[src/rtl/pcsf_pkg.sv]
// ----------------------------------------------------------------------------
// pcsf_pkg
// Shared types and constants for the polygon column span fill block.
// ----------------------------------------------------------------------------
package pcsf_pkg;

  // Field widths
  localparam int MODE_W   = 2;
  localparam int VIDX_W   = 4;
  localparam int X_W      = 11;
  localparam int Y_W      = 10;
  localparam int VCOUNT_W = 5;

  // Vertex table limits and register reset
  localparam int MAX_VERTICES_DEF = 16;
  localparam int MIN_VERTICES     = 3;
  localparam int VCOUNT_RESET     = 6;

  // Interpolation datapath: product, remainder and quotient widths
  localparam int PROD_W    = X_W + Y_W;     // y * dx fits here
  localparam int REM_W     = PROD_W + 1;    // 2 * sum + dx
  localparam int DIV_STEPS = Y_W;           // quotient bits

  // Item codes
  typedef enum logic [MODE_W-1:0] {
    MODE_LOAD  = 2'd0,
    MODE_START = 2'd1,
    MODE_NEXT  = 2'd2
  } mode_t;

endpackage

[src/rtl/pcsf_if.sv]
// ----------------------------------------------------------------------------
// pcsf_if
// Valid/ready channels of the polygon column span fill block: command items
// in, column spans out.
// ----------------------------------------------------------------------------
interface pcsf_cmd_if import pcsf_pkg::*; ();
  logic              valid;
  logic              ready;
  mode_t             mode;
  logic [VIDX_W-1:0] vertex_index;
  logic [X_W-1:0]    vertex_x;
  logic [Y_W-1:0]    vertex_y;

  modport source (output valid, mode, vertex_index, vertex_x, vertex_y, input ready);
  modport sink   (input valid, mode, vertex_index, vertex_x, vertex_y, output ready);
endinterface

interface pcsf_span_if import pcsf_pkg::*; ();
  logic           valid;
  logic           ready;
  logic [X_W-1:0] column_x;
  logic [Y_W-1:0] end_a_y;
  logic [Y_W-1:0] end_b_y;
  logic           last_column;

  modport source (output valid, column_x, end_a_y, end_b_y, last_column, input ready);
  modport sink   (input valid, column_x, end_a_y, end_b_y, last_column, output ready);
endinterface

[src/rtl/polygon_column_span_fill_top.sv]
// A next transaction walks the forward and backward chain pointers and interpolates y on
// each chain in turn through the one-read vertex table and the shared multiplier / 10-step
// divider; a chain clamped to an edge end skips the multiplier and the divider.
// Throughput: one transaction at a time; ready is high only while idle.
// Reset (rst, synchronous): idle, no fill active, vertex_count = 6, table undefined.
// ----------------------------------------------------------------------------
// polygon_column_span_fill_top
// Column-by-column fill of an x-monotone polygon. Vertices are loaded into a
// small table, a start scans it for min/max x, and each next transaction walks
// both chain pointers and interpolates y on both chains with half-up rounding.
// ----------------------------------------------------------------------------
module polygon_column_span_fill_top import pcsf_pkg::*; #(
  parameter int MAX_VERTICES = MAX_VERTICES_DEF
) (
  input  logic                clk,
  input  logic                rst,
  input  logic                cfg_wr_en,
  input  logic [VCOUNT_W-1:0] cfg_wr_data,
  pcsf_cmd_if.sink            cmd,
  pcsf_span_if.source         span
);

  localparam int IW = $clog2(MAX_VERTICES);
  localparam int CW = IW + 1;

  typedef enum logic [11:0] {
    S_IDLE     = 12'b000000000001,
    S_SCAN_RD  = 12'b000000000010,
    S_SCAN_CMP = 12'b000000000100,
    S_WALK_RD  = 12'b000000001000,
    S_WALK_CMP = 12'b000000010000,
    S_EDGE_RD0 = 12'b000000100000,
    S_EDGE_RD1 = 12'b000001000000,
    S_EDGE_CHK = 12'b000010000000,
    S_MUL0     = 12'b000100000000,
    S_MUL1     = 12'b001000000000,
    S_DIV      = 12'b010000000000,
    S_FIN      = 12'b100000000000
  } state_t;

  // Finished column waiting for the output register
  state_t state;
  logic   emit_pend;

  // Control and walk state
  logic [VCOUNT_W-1:0] vcount;
  logic [X_W-1:0]      x_cur;
  logic [X_W-1:0]      x_end;
  logic [IW-1:0]       fwd_idx;
  logic [IW-1:0]       bwd_idx;
  logic                active;
  logic                dir;
  logic [IW-1:0]       work_idx;
  logic [CW-1:0]       steps;

  // Edge and arithmetic registers
  logic [X_W-1:0]    xa;
  logic [Y_W-1:0]    ya;
  logic [Y_W-1:0]    yb;
  logic [X_W-1:0]    dx;
  logic [X_W-1:0]    t;
  logic [PROD_W-1:0] acc;
  logic [REM_W-1:0]  rem;
  logic [REM_W-1:0]  div_d;
  logic [Y_W-1:0]    quot;
  logic [3:0]        bitcnt;
  logic [Y_W-1:0]    y_a;

  // Output register
  logic           out_valid;
  logic [X_W-1:0] out_x;
  logic [Y_W-1:0] out_a;
  logic [Y_W-1:0] out_b;
  logic           out_last;

  // Vertex table
  logic [X_W-1:0] mem_x [MAX_VERTICES];
  logic [Y_W-1:0] mem_y [MAX_VERTICES];
  logic [X_W-1:0] rd_x;
  logic [Y_W-1:0] rd_y;
  logic [IW-1:0]  rd_addr;
  logic           mem_we;

  logic            acc_in;
  logic [CW-1:0]   cnt;
  logic [CW-1:0]   cnt_m1;
  logic [CW-1:0]   idx_inc;
  logic [IW-1:0]   nx_fwd;
  logic [IW-1:0]   nx_bwd;
  logic [IW-1:0]   nx;
  logic [IW-1:0]   fwd_start;
  logic [IW-1:0]   bwd_start;
  logic            scan_first;
  logic [X_W-1:0]  lo_next;
  logic [X_W-1:0]  hi_next;
  logic [IW-1:0]   lo_i_next;
  logic [Y_W-1:0]  mul_a;
  logic [X_W-1:0]  mul_b;
  logic [PROD_W-1:0] prod;
  logic [PROD_W-1:0] sum;
  logic              div_take;
  logic [Y_W-1:0]    quot_next;
  logic [X_W:0]      x_inc;

  assign cmd.ready = (state == S_IDLE) && !emit_pend;
  assign acc_in    = cmd.valid && cmd.ready;

  // Vertex count in use, clamped to the table range
  always_comb begin
    if (vcount < VCOUNT_W'(MIN_VERTICES)) begin
      cnt = CW'(MIN_VERTICES);
    end else if (int'(vcount) > MAX_VERTICES) begin
      cnt = CW'(MAX_VERTICES);
    end else begin
      cnt = CW'(vcount);
    end
  end

  // Cyclic neighbors of the working index
  always_comb begin
    cnt_m1  = cnt - CW'(1);
    idx_inc = {1'b0, work_idx} + CW'(1);
    nx_fwd  = (idx_inc >= cnt) ? '0 : idx_inc[IW-1:0];
    nx_bwd  = (work_idx == '0) ? cnt_m1[IW-1:0] : work_idx - IW'(1);
    nx      = dir ? nx_bwd : nx_fwd;
    fwd_start = ({1'b0, fwd_idx} >= cnt) ? '0 : fwd_idx;
    bwd_start = ({1'b0, bwd_idx} >= cnt) ? '0 : bwd_idx;
  end

  // Running min/max for the start scan
  always_comb begin
    scan_first = (work_idx == '0);
    lo_next    = x_cur;
    hi_next    = x_end;
    lo_i_next  = fwd_idx;
    if (scan_first || rd_x < x_cur) begin
      lo_next   = rd_x;
      lo_i_next = work_idx;
    end
    if (scan_first || rd_x > x_end) begin
      hi_next = rd_x;
    end
  end

  // Table read address
  always_comb begin
    case (state)
      S_WALK_RD:  rd_addr = nx;
      S_EDGE_RD1: rd_addr = nx;
      default:    rd_addr = work_idx;
    endcase
  end

  assign mem_we = acc_in && (cmd.mode == MODE_LOAD) &&
                  (int'(cmd.vertex_index) < MAX_VERTICES);

  // Vertex table: one write, one registered read
  always_ff @(posedge clk) begin
    if (mem_we) begin
      mem_x[IW'(cmd.vertex_index)] <= cmd.vertex_x;
      mem_y[IW'(cmd.vertex_index)] <= cmd.vertex_y;
    end
    rd_x <= mem_x[rd_addr];
    rd_y <= mem_y[rd_addr];
  end

  // Shared multiplier and divider step
  always_comb begin
    mul_a     = (state == S_MUL0) ? ya : yb;
    mul_b     = (state == S_MUL0) ? (dx - t) : t;
    prod      = PROD_W'({{X_W{1'b0}}, mul_a} * {{Y_W{1'b0}}, mul_b});
    sum       = acc + prod;
    div_take  = (rem >= div_d);
    quot_next = {quot[Y_W-2:0], div_take};
    x_inc     = {1'b0, x_cur} + (X_W+1)'(1);
  end

  // Configuration register
  always_ff @(posedge clk) begin
    if (rst) begin
      vcount <= VCOUNT_W'(VCOUNT_RESET);
    end else if (cfg_wr_en) begin
      vcount <= cfg_wr_data;
    end
  end

  // Sequencer
  always_ff @(posedge clk) begin
    if (rst) begin
      state     <= S_IDLE;
      emit_pend <= 1'b0;
      active    <= 1'b0;
      x_cur     <= '0;
      x_end     <= '0;
      fwd_idx   <= '0;
      bwd_idx   <= '0;
      out_valid <= 1'b0;
      dir       <= 1'b0;
      work_idx  <= '0;
      steps     <= '0;
    end else begin
      // Finished column waits here until the output register frees up
      if (emit_pend && (!out_valid || span.ready)) begin
        out_valid <= 1'b1;
        out_x     <= x_cur;
        out_a     <= y_a;
        out_b     <= quot;
        out_last  <= (x_inc == {1'b0, x_end});
        x_cur     <= x_inc[X_W-1:0];
        if (x_inc[X_W-1:0] >= x_end) begin
          active <= 1'b0;
        end
        emit_pend <= 1'b0;
      end else if (span.ready) begin
        out_valid <= 1'b0;
      end

      case (state)
        S_IDLE: begin
          if (acc_in) begin
            case (cmd.mode)
              MODE_START: begin
                work_idx <= '0;
                state    <= S_SCAN_RD;
              end
              MODE_NEXT: begin
                if (active) begin
                  dir      <= 1'b0;
                  work_idx <= fwd_start;
                  steps    <= '0;
                  state    <= S_WALK_RD;
                end
              end
              default: ;
            endcase
          end
        end

        S_SCAN_RD: state <= S_SCAN_CMP;

        S_SCAN_CMP: begin
          x_cur   <= lo_next;
          x_end   <= hi_next;
          fwd_idx <= lo_i_next;
          if (idx_inc == cnt) begin
            bwd_idx <= lo_i_next;
            active  <= (lo_next < hi_next);
            state   <= S_IDLE;
          end else begin
            work_idx <= idx_inc[IW-1:0];
            state    <= S_SCAN_RD;
          end
        end

        // Advance the pointer while the next vertex x is at most the column
        S_WALK_RD: begin
          state <= (steps == cnt) ? S_EDGE_RD0 : S_WALK_CMP;
        end

        S_WALK_CMP: begin
          if (rd_x > x_cur) begin
            state <= S_EDGE_RD0;
          end else begin
            work_idx <= nx;
            steps    <= steps + CW'(1);
            state    <= S_WALK_RD;
          end
        end

        S_EDGE_RD0: begin
          if (dir) begin
            bwd_idx <= work_idx;
          end else begin
            fwd_idx <= work_idx;
          end
          state <= S_EDGE_RD1;
        end

        S_EDGE_RD1: begin
          xa    <= rd_x;
          ya    <= rd_y;
          state <= S_EDGE_CHK;
        end

        // Clamp outside the edge, else set up the interpolation
        S_EDGE_CHK: begin
          if (x_cur <= xa) begin
            quot  <= ya;
            state <= S_FIN;
          end else if (x_cur >= rd_x) begin
            quot  <= rd_y;
            state <= S_FIN;
          end else begin
            yb    <= rd_y;
            dx    <= rd_x - xa;
            t     <= x_cur - xa;
            state <= S_MUL0;
          end
        end

        S_MUL0: begin
          acc   <= prod;
          state <= S_MUL1;
        end

        // Numerator 2*(ya*(dx-t) + yb*t) + dx over 2*dx
        S_MUL1: begin
          rem    <= {sum, 1'b0} + REM_W'(dx);
          div_d  <= {1'b0, dx, {DIV_STEPS{1'b0}}};
          quot   <= '0;
          bitcnt <= '0;
          state  <= S_DIV;
        end

        S_DIV: begin
          if (div_take) begin
            rem <= rem - div_d;
          end
          div_d  <= div_d >> 1;
          quot   <= quot_next;
          bitcnt <= bitcnt + 4'd1;
          if (bitcnt == 4'(DIV_STEPS - 1)) begin
            state <= S_FIN;
          end
        end

        S_FIN: begin
          if (!dir) begin
            y_a      <= quot;
            dir      <= 1'b1;
            work_idx <= bwd_start;
            steps    <= '0;
            state    <= S_WALK_RD;
          end else begin
            emit_pend <= 1'b1;
            state     <= S_IDLE;
          end
        end

        default: state <= S_IDLE;
      endcase
    end
  end

  assign span.valid       = out_valid;
  assign span.column_x    = out_x;
  assign span.end_a_y     = out_a;
  assign span.end_b_y     = out_b;
  assign span.last_column = out_last;

  // A span only appears when a finished column is pending
  assert property (@(posedge clk) disable iff (rst)
    $rose(out_valid) |-> $past(emit_pend))
    else $error("span valid without a finished column");

  // The fill ends only at a column hand-off or a start scan
  assert property (@(posedge clk) disable iff (rst)
    $fell(active) |-> ($past(emit_pend) || $past(state == S_SCAN_CMP)))
    else $error("fill cleared outside emit or start");

  // Restoring divider keeps its partial remainder below twice the divisor
  assert property (@(posedge clk) disable iff (rst)
    (state == S_DIV) |-> ({1'b0, rem} < {div_d, 1'b0}))
    else $error("divider remainder out of range");

endmodule

[src/flat_wrapper.sv]
// flat-port wrapper written by rule: the top's interface ports become plain ports
module polygon_column_span_fill_top_flat import pcsf_pkg::*;
#(
  parameter int MAX_VERTICES = MAX_VERTICES_DEF
)
  (clk, rst, cfg_wr_en, cfg_wr_data, cmd_valid, cmd_mode, cmd_vertex_index, cmd_vertex_x, cmd_vertex_y, cmd_ready, span_valid, span_column_x, span_end_a_y, span_end_b_y, span_last_column, span_ready);
  pcsf_cmd_if cmd_i ();
  pcsf_span_if span_i ();
  input  logic clk;
  input  logic rst;
  input  logic cfg_wr_en;
  input  logic [VCOUNT_W-1:0] cfg_wr_data;
  input wire logic [$bits(cmd_i.valid)-1:0] cmd_valid;
  input wire logic [$bits(cmd_i.mode)-1:0] cmd_mode;
  input wire logic [$bits(cmd_i.vertex_index)-1:0] cmd_vertex_index;
  input wire logic [$bits(cmd_i.vertex_x)-1:0] cmd_vertex_x;
  input wire logic [$bits(cmd_i.vertex_y)-1:0] cmd_vertex_y;
  output wire logic [$bits(cmd_i.ready)-1:0] cmd_ready;
  output wire logic [$bits(span_i.valid)-1:0] span_valid;
  output wire logic [$bits(span_i.column_x)-1:0] span_column_x;
  output wire logic [$bits(span_i.end_a_y)-1:0] span_end_a_y;
  output wire logic [$bits(span_i.end_b_y)-1:0] span_end_b_y;
  output wire logic [$bits(span_i.last_column)-1:0] span_last_column;
  input wire logic [$bits(span_i.ready)-1:0] span_ready;
  assign cmd_i.valid = cmd_valid;
  assign cmd_i.mode = cmd_mode;
  assign cmd_i.vertex_index = cmd_vertex_index;
  assign cmd_i.vertex_x = cmd_vertex_x;
  assign cmd_i.vertex_y = cmd_vertex_y;
  assign cmd_ready = cmd_i.ready;
  assign span_valid = span_i.valid;
  assign span_column_x = span_i.column_x;
  assign span_end_a_y = span_i.end_a_y;
  assign span_end_b_y = span_i.end_b_y;
  assign span_last_column = span_i.last_column;
  assign span_i.ready = span_ready;
  polygon_column_span_fill_top #(.MAX_VERTICES(MAX_VERTICES)) u_core (.clk(clk), .rst(rst), .cfg_wr_en(cfg_wr_en), .cfg_wr_data(cfg_wr_data), .cmd(cmd_i), .span(span_i));
endmodule
[config.mk]
export PLATFORM = sky130hd
export DESIGN_NAME = polygon_column_span_fill_top_flat
export DESIGN_NICKNAME = d
export VERILOG_FILES = /design/src/rtl/pcsf_pkg.sv /design/src/rtl/pcsf_if.sv /design/src/rtl/polygon_column_span_fill_top.sv /design/src/flat_wrapper.sv
export SDC_FILE = /design/constraint.sdc
export NUM_CORES = 1
export LEC_CHECK = 0
export BUFFER_PORTS_ARGS = -buffer_cell sky130_fd_sc_hd__buf_2
export CAP_MARGIN = 15
export CORE_UTILIZATION = 57
export CTS_CLUSTER_SIZE = 14
export DETAILED_ROUTE_END_ITERATION = 7
export HOLD_SLACK_MARGIN = 0.1
export PLACE_DENSITY = 0.76
export REMOVE_ABC_BUFFERS = 1
export SLEW_MARGIN = 20
export SYNTH_ARGS = -nofsm -noshare
export SYNTH_HDL_FRONTEND = slang
export SYNTH_SLANG_ARGS = --single-unit
[constraint.sdc]
create_clock -name clk -period 7.9 [get_ports clk]
set_clock_uncertainty 0.2 [all_clocks]
set_input_delay 1.185 -clock clk [delete_from_list [all_inputs] [get_ports clk]]
set_output_delay 1.185 -clock clk [all_outputs]
set_load 0.01 [all_outputs]
# Word level (Yosys, flattened, before mapping)
# Memory sizes are Yosys's and may differ from the RTL's. A register that Yosys moved wholly into a read port is not among the register bits.
# Index checks and enable logic that the tools add are counted.
# W data, S select, Z words.
dict set report totals {
  ff_bits 234
  latch_bits 0
  mem_bits_rw 336
  mem_bits_ro 0
  inputBits 37
  output_inout_bits 34
  word_cells 191
  mem_count 2
}
# name words width rd rd_ports_with_merged_regs wr line_no
set memory_table {}
lappend memory_table {u_core.mem_x 16 11 1 1 1 polygon_column_span_fill_top.sv:77} ;# logic [X_W-1:0] mem_x [MAX_VERTICES];
lappend memory_table {u_core.mem_y 16 10 1 1 1 polygon_column_span_fill_top.sv:78} ;# logic [Y_W-1:0] mem_y [MAX_VERTICES];
dict set report op_classes {
  add_sub_neg 12
  multipliers 1
  div_mod_pow 0
  magnitude_cmp 13
  eq_ne 32
  shift 0
  n_mux 66
  n_bitwise 4
  reduce_logical 34
}
# op n
set op_table {}
lappend op_table {{$pmux W12 S12} 1}
lappend op_table {{$pmux W22 S2} 2}
lappend op_table {{$mux W4} 16}
lappend op_table {{$mux W12} 5}
lappend op_table {{$mux W11} 5}
lappend op_table {{$mux W5} 7}
lappend op_table {{$sub A11 B11 Y11} 3}
lappend op_table {{$pmux W4 S2} 4}
lappend op_table {{$mux W10} 3}
lappend op_table {{$pmux W10 S3} 1}
lappend op_table {{$pmux W12 S2} 1}
lappend op_table {{$add A22 B11 Y22} 1}
lappend op_table {{$ge A11 B11 Y1} 2}
lappend op_table {{$ge A22 B22 Y1} 1}
lappend op_table {{$gt A11 B11 Y1} 2}
lappend op_table {{$lt A11 B11 Y1} 2}
lappend op_table {{$mux W22} 1}
lappend op_table {{$sub A22 B22 Y22} 1}
lappend op_table {{$add A21 B21 Y21} 1}
lappend op_table {{$mul A10 B11 Y21} 1}
lappend op_table {{$pmux W4 S4} 1}
lappend op_table {{$pmux W5 S3} 1}
lappend op_table {{$mux W1} 14}
lappend op_table {{$add A11 B1 Y12 const B} 1}
lappend op_table {{other kinds (49)} 85}

# Longest topological paths before layout
# Gate-level depths: netlist of the first run.
dict set report logic_depth {
  word_depth 9
  ltp_mapped 42
  mapped_depth_nobuf 41
}

# Worst setup path before layout of the first run
# Ideal clock, no wire load.
dict set report synth_path {
  path_kind {flip-flop to flip-flop}
  from {register u_core.t[0]}
  to {register u_core.rem[21] (data pin)}
  setup_time_ps 260
  arrival_time_ps 8284
  required_ps 7440
  slack_ps -844
  stages_incl_launch_ff 41
  path_buffers 1
  synth_period_minus_slack_ps 8744
  path_cell_list {edfxtp_1 > ha_1 > fa_1 > nor2b_1 > o21ai_0 > a21oi_1 > o21ai_0 > and3_1 > nor3_1 > a21oi_1 > inv_1 > nand2_1 > fa_1 > inv_1 > fa_1 > inv_1 > fa_1 > inv_1 > [... 5 more ...] > o311a_1 > o21ai_0 > nand2b_1 > a21o_1 > a21oi_1 > o21bai_1 > a21oi_1 > xnor2_1 > ha_1 > clkbuf_1 > nand4_1 > a211oi_1 > or4_1 > nand3_2 > nor3_1 > nand4_1 > xnor2_1 > mux2_2}
}
dict set report synth_between {
  elab_chain_cells 6
}
# element line_no
set synth_rtl {}
lappend synth_rtl {{start, declared} polygon_column_span_fill_top.sv:61} ;# logic [X_W-1:0] t;
lappend synth_rtl {{start signal, assigned} polygon_column_span_fill_top.sv:296} ;# t <= x_cur - xa;
lappend synth_rtl {{$sub A11 B11 Y11} polygon_column_span_fill_top.sv:170} ;# mul_b = (state == S_MUL0) ? (dx - t) : t;
lappend synth_rtl {{$mux W11 *} polygon_column_span_fill_top.sv:170}
lappend synth_rtl {{$mul A10 B11 Y21 *} polygon_column_span_fill_top.sv:171} ;# prod = PROD_W'({{X_W{1'b0}}, mul_a} * {{Y_W{1'b0}}, mul_b});
lappend synth_rtl {{named net u_core.prod[14]} polygon_column_span_fill_top.sv:99} ;# logic [PROD_W-1:0] prod;
lappend synth_rtl {{$add A21 B21 Y21 *} polygon_column_span_fill_top.sv:172} ;# sum = acc + prod;
lappend synth_rtl {{$add A22 B11 Y22 *} polygon_column_span_fill_top.sv:308} ;# rem <= {sum, 1'b0} + REM_W'(dx);
lappend synth_rtl {{$pmux W22 S2 *} polygon_column_span_fill_top.sv:218} ;# case (state)
lappend synth_rtl {{end signal, assigned} polygon_column_span_fill_top.sv:308}
lappend synth_rtl {{end signal, assigned} polygon_column_span_fill_top.sv:317} ;# rem <= rem - div_d;
lappend synth_rtl {{end, declared} polygon_column_span_fill_top.sv:63} ;# logic [REM_W-1:0] rem;
# The timed path passes the listed nets; every way through them passes the cells marked *.
# A chain may end at the register's enable or synchronous reset.

# Worst setup path in the final report of the first run
# Ends and elaborated chain as after synthesis.

==> results of run 1 <==
[power breakdown]
part	switching [mW]	internal (mW)
clock network	1.24	1.71
logic	0.899	0.732
registers	0.131	3.49
total	2.27	5.93
[synth_stat cells (12+ instances only)]
cell        n
a21oi_1   110
mux2_2     12
nor3_1     32
inv_1     198
nand3_1    46
ha_1      205
nand2_1   164
o21ai_0    90
nand2b_1   24
mux2i_1   105
xnor2_1    76
a211oi_1   22
xor2_1     27
a21o_1     42
o31ai_1    21
o211ai_1   41
clkbuf_1   47
and3_1     16
nand4_1    16
fa_1       76
nor2_1    226
nor2b_1    34
a21boi_0   12
edfxtp_1  509
mux4_2     84
o21a_1     12
buf_2      14
dfxtp_1    81
[area by class of cell]
class | count | area (sq um)
inverter | 198 | 743.2
tap | 748 | 935.9
timing repair buffer | 345 | 2485
multi-input combinational | 1661 | 14890
sequential | 590 | 16910
clock buffer | 75 | 1598
clock inverter | 37 | 457.9
fill | 3766 | 17290
antenna | 1 | 2.502
[layout by cell type, fill, tap and decap left out, types with 30 or more instances in the layout]
cell	netlist	final
edfxtp_1	509	509
buf_4	1	261
nor2_1	226	203
ha_1	205	193
inv_1	198	189
nand2_1	164	161
mux2i_1	105	105
a21oi_1	110	93
mux4_2	84	84
o21ai_0	90	81
dfxtp_1	81	81
fa_1	76	75
buf_2	14	70
xnor2_1	76	67
clkbuf_16	0	60
nand3_1	46	43
a21o_1	42	41
o211ai_1	41	41
nor2b_1	34	30
[worst max-delay path, delay by kind of cell, from the launching register on]
family                     cells  cell delay [ns]
adders and majority gates      9             3.63
xor gates and xnor gates       3             0.54
buffers and inverters          5             0.45
AOI/OAI and AO/OA             12             1.78
muxes                          2             0.46
and+or+nand+nor                7             0.96
DFF                            1             0.45
[flip-flops by register name, summed over array words and instances (netlist names), 5 cells and up]
| signal | cells |
|---|---|
| u_core.rd_y | 10 |
| u_core.mem_x | 176 |
| u_core.x_cur | 11 |
| u_core.mem_y | 160 |
| u_core.span.column_x | 11 |
| u_core.xa | 11 |
| u_core.steps | 5 |
| u_core.ya | 10 |
| u_core.state | 12 |
| u_core.div_d | 21 |
| u_core.yb | 10 |
| u_core.rd_x | 11 |
| u_core.t | 11 |
| u_core.rem | 22 |
| u_core.dx | 11 |
| u_core.span.end_a_y | 10 |
| u_core.y_a | 10 |
| u_core.acc | 21 |
| u_core.vcount | 5 |
| u_core.span.end_b_y | 10 |
| u_core.x_end | 11 |
| u_core.quot | 10 |
[worst paths after layout]
path	depth (start not counted)	to	slack, ns	startpoint
worst min-delay path	0	u_core.span.end_a_y[9]	0.22	u_core.y_a[9]
worst max register to register	38	u_core.rem[21]	-0.81	u_core.t[0]
worst max-delay path	38	u_core.rem[21]	-0.81	u_core.t[0]
worst min register to register	0	u_core.span.end_a_y[9]	0.22	u_core.y_a[9]
[stage by stage]
stage                     TNS, ns  power, mW
after floorplan            -5.151      4.887
after global placement     -7.234      5.238
after detailed placement   -10.67      5.292
after CTS                  -3.885      8.241
after global routing       -10.21      8.518
final                      -6.229      8.207
[kinds of logic after synthesis]
group,share of synthesized area
AND/OR/NAND/NOR,0.09359
flip-flops,0.5278
AO/OA/AOI/OAI,0.09102
adder cells (fa/ha/maj),0.1276
buffers and inverters,0.03453
multiplexers,0.09609
XOR/XNOR,0.02938
[layer usage]
layer / wire [um] / vias to the layer above / global-route usage
li1: - / 10032 / -
met1: 31100 / 10900 / 0.3426
met2: 42010 / 801 / 0.5173
met3: 4621 / 221 / 0.04169
met4: 3583 / 4 / 0.1268
met5: 29 / - / 0
[repair_timing]
item / 4_1_cts / 5_1_grt
setup buffers: 21 / 18
resized for setup: 109 / 57
pin swaps: 84 / 71
setup endpoints to repair: 13 / 12
hold endpoints to repair: 0 / 0
==> flow_metrics.py, run 1 <==
metrics = {
    "status": {
        "status": "complete, but fails checks",
        "violations": "setup timing",
    },
    "grt": {
        "grt_pass1_vias": 22814,
        "antenna_found_initial": 5,
        "grt_overflow": 0,
        "grt_pass1_wl_um": 125700,
        "grtUsageTotal": 0.2879,
        "grt_max_degree": 85,
    },
    "place": {
        "dpl_cell_area_sq_mm": 0.03488,
        "dp.cells": 3505,
        "dp_slack_ns": -1.241,
        "gp_congestion": 0.9222,
        "dp_hpwl_um": 53940,
        "portBuffers": 70,
    },
    "floorplanning": {
        "die_y_um": 239.1,
        "io_pins": 71,
        "die_w_um": 239.1,
        "start_util": 0.5791,
        "core_sq_mm": 0.05531,
        "fp-row-count": 86,
        "design.die.area_sq_mm": 0.05715,
    },
    "critical_path": {
        "startpoint_type": "flop",
        "crit_fanout": 6,
        "critPathRequiredTime_ns": 8.09,
        "criticalPathCategory": "reg2reg",
        "cp-end-kind": "flop",
        "cp_common_cell": "a21oi_2",
        "cp_slowest_cell": "fa_1",
        "arrival_ns": 8.90,
        "max_stage_delay_ns": 0.52,
    },
    "clock_tree": {
        "cts_root_buf": "clkbuf_16",
        "cts.clk_slew.worst_paths_ns": 0.07,
        "clock-sinks": 590,
        "worstSkewPairLatency_ns": 0.65,
        "hold_buffers": 0,
        "cts_max_level": 2,
        "clock_path_buffers": 3,
        "cts_tree": "built",
        "cts-buffers-inserted": 60,
    },
    "run": {
        "max-cap-violations": 0,
    },
    "hold_path": {
        "hold_class": "reg2reg",
    },
    "sta": {
        "rsz0062_at_grt": "true",
        "maxSlewViolCount": 0,
        "slew-limit-headroom": 0.2600,
        "timing.final.ws_setup_ns": -0.8133,
        "setup_viol": 10,
        "finalCritPeriodShare": 1.103,
        "hold-worst-slack_ns": 0.2194,
        "final.min_clock_period_ns": 8.713,
        "worst_pin_slew_ns": 1.110,
        "final-hold-violation-count": 0,
        "max_freq_mhz": 114.8,
    },
    "detailed_routing": {
        "first_pass_iters": 7,
        "post_drt_via_cell_ratio": 6.008,
        "vias": 21958,
        "routed_wl_um": 81350,
        "routedWlPerCell_um": 22.26,
        "ant_nets": 0,
        "drc": 0,
        "initialDrtViolationCount": 1510,
    },
    "layout": {
        "finish.utilization": 0.6874,
        "layout.cells.non_filler": 3655,
        "drive_gt1_frac": 0.2392,
        "finalNetCount": 3174,
        "area_growth_pct": 18.69,
        "final_cell_area_sq_mm": 0.03802,
    },
    "synthesis": {
        "syn_area_per_cell_sq_um": 12.69,
        "synth-edff-count": 509,
        "ys_types": 89,
        "async_reset_ff_frac": 0,
        "yosysTopAreaCellShare": 0.4772,
        "ys_seq_area_frac": 0.5278,
        "yosys.area.top_type": "edfxtp_1",
        "ys_ff_latch": 590,
        "synth-main-ff-cell": "edfxtp_1",
        "yosysWarnings": 0,
        "netlist_area_sq_mm": 0.03203,
        "synth.area.top_cells": "edfxtp_1 (48%), ha_1 (8.0%), mux4_2 (5.9%)",
        "synth_cells": 2525,
    },
    "pwr": {
        "peakVddDrop_mv": 0.2290,
        "leakage_nw": 14.76,
        "power_density_mw_per_mm2": 215.9,
    },
}
Note: power is estimated with default switching activity, not from simulation.
==> inputs of run 2 (changes only) <==
--- a/config.mk
+++ b/config.mk
@@ -7,11 +7,10 @@
 export LEC_CHECK = 0
 export BUFFER_PORTS_ARGS = -buffer_cell sky130_fd_sc_hd__buf_2
 export CAP_MARGIN = 15
-export CORE_UTILIZATION = 57
+export CORE_UTILIZATION = 45
 export CTS_CLUSTER_SIZE = 14
 export DETAILED_ROUTE_END_ITERATION = 7
 export HOLD_SLACK_MARGIN = 0.1
-export PLACE_DENSITY = 0.76
 export REMOVE_ABC_BUFFERS = 1
 export SLEW_MARGIN = 20
 export SYNTH_ARGS = -nofsm -noshare
==> flow_metrics.py, run 2 (synthesis results as in run 1) <==
metrics = {
    "sta": {
        "final-hold-violation-count": 0,
        "hold-worst-slack_ns": 0.2175,
        "timing.final.ws_setup_ns": -0.6153,
        "slew-limit-headroom": 0.2756,
        "worst_pin_slew_ns": 1.083,
        "rsz0062_at_grt": "true",
        "finalCritPeriodShare": 1.078,
        "final.min_clock_period_ns": 8.515,
        "max_freq_mhz": 117.4,
        "maxSlewViolCount": 0,
        "finalSetupTns_ns": -3.650,
        "setup_viol": 8,
    },
    "clock_tree": {
        "cts_max_level": 3,
        "cts_root_buf": "clkbuf_16",
        "clock-sinks": 590,
        "cts_tree": "built",
        "cts-buffers-inserted": 66,
        "worstSkewPairLatency_ns": 0.64,
        "cts.clk_slew.worst_paths_ns": 0.06,
        "hold_buffers": 0,
        "clock_path_buffers": 3,
    },
    "pwr": {
        "internal_power_mw": 5.957,
        "power_density_mw_per_mm2": 215.7,
        "peakVddDrop_mv": 0.2045,
        "p_sw_mw": 2.347,
        "pwr-share-clk": 0.366,
        "p_total_mw": 8.304,
        "swShare": 0.2826,
        "leakage_nw": 14.89,
        "p_comb_frac": 0.196,
        "seqPwrFrac": 0.438,
    },
    "place": {
        "dp_hpwl_um": 54870,
        "dp.cells": 3700,
        "dpl_cell_area_sq_mm": 0.03517,
        "portBuffers": 70,
        "gp_congestion": 0.8856,
        "dp_slack_ns": -1.234,
    },
    "critical_path": {
        "cp-end-kind": "flop",
        "criticalPathCategory": "reg2reg",
        "max_stage_delay_ns": 0.55,
        "startpoint_type": "flop",
        "crit_fanout": 3,
        "cp_slowest_cell": "or4_4",
        "path_delay_family": "adder cells",
        "critPathRequiredTime_ns": 8.01,
        "arrival_ns": 8.62,
        "reg2reg_slack_ns": -0.62,
        "cp_num_buf_inv": 8,
    },
    "layout": {
        "largestRegisters": "u_core.mem_x x176, u_core.mem_y x160, u_core.rem x22",
        "multiInputGateArea_sq_mm": 0.01495,
        "finalNetCount": 3182,
        "layout_common_cells": "edfxtp_1 (509), buf_4 (261), nor2_1 (204)",
        "area_growth_pct": 20.17,
        "fill_cells": 5835,
        "drive_gt1_frac": 0.2447,
        "layout.cells.non_filler": 3855,
        "finish.utilization": 0.5477,
        "seq_area_sq_mm": 0.01691,
        "final_common_cell": "edfxtp_1",
        "final_cell_area_sq_mm": 0.03849,
        "top_register": "u_core.mem_x",
        "largest_register_ffs": 176,
    },
    "grt": {
        "grt_pass1_wl_um": 122200,
        "grt_max_degree": 85,
        "grt_overflow": 0,
        "antenna_found_initial": 8,
        "grtUsageTotal": 0.2231,
        "grt_pass1_vias": 21704,
    },
    "floorplanning": {
        "die_y_um": 268.8,
        "die_w_um": 268.8,
        "core_sq_mm": 0.07027,
        "design.die.area_sq_mm": 0.07225,
        "io_pins": 71,
        "start_util": 0.4558,
        "fp-row-count": 97,
    },
    "detailed_routing": {
        "routedWlPerCell_um": 20.58,
        "post_drt_via_cell_ratio": 5.499,
        "routed_wl_um": 79340,
        "vias": 21200,
        "first_pass_iters": 5,
        "drc": 0,
        "initialDrtViolationCount": 1274,
        "ant_nets": 0,
    },
    "status": {
        "status": "complete, but fails checks",
        "violations": "setup timing",
    },
    "hold_path": {
        "hold_class": "reg2reg",
    },
    "run": {
        "max-cap-violations": 0,
    },
}
-- run 2: changes by cell type in the layout (fill, tap and decap cells not counted), moves of 4 or more --
cell,before,now
clkbuf_16,60,66
clkinv_2,8,12
bufinv_16,8,4
xnor2_1,67,63
inv_1,189,185
-- run 2: power groups by stage --
stage,logic [mW],registers (mW),clock network (mW)
floorplan,1.26,3.63,0
global placement,1.62,3.70,0
detailed placement,1.63,3.70,0
CTS,1.64,3.63,3.11
global route,1.79,3.64,3.22
finish,1.63,3.64,3.04
-- run 2: what timing repair did --
item	4_1_cts	5_1_grt
buffers inserted	23	18
pin swaps	86	44
resized for setup	103	76
endpoints found under the setup margin	13	12
endpoints found under the hold margin	0	0
-- run 2: area by class of cell --
| class | count | share of cell area |
|---|---|---|
| clock buffer | 80 | 0.04479 |
| antenna | 1 | 0.00006501 |
| inverter | 198 | 0.01937 |
| multi-input combinational | 1661 | 0.3885 |
| timing repair buffer | 347 | 0.06583 |
| tap | 940 | 0.03056 |
| sequential | 590 | 0.4392 |
| clock inverter | 38 | 0.01164 |
-- run 2: worst paths after layout --
kind                               startpoint                endpoint  cells past startpoint
worst max-delay path             u_core.dx[1]          u_core.rem[20]                     41
worst min-delay path            u_core.y_a[7]  u_core.span.end_a_y[7]                      0
worst max register to register   u_core.dx[1]          u_core.rem[20]                     41
worst min register to register  u_core.y_a[7]  u_core.span.end_a_y[7]                      0
-- run 2: layer usage --
layer | global-route usage | share of wire | up-vias
met1 | 0.2775 | 0.42 | 10577
met4 | 0.08231 | 0.034 | 8
li1 | - | - | 10030
met3 | 0.03571 | 0.042 | 140
met5 | 0 | 0.00064 | -
met2 | 0.3904 | 0.50 | 445
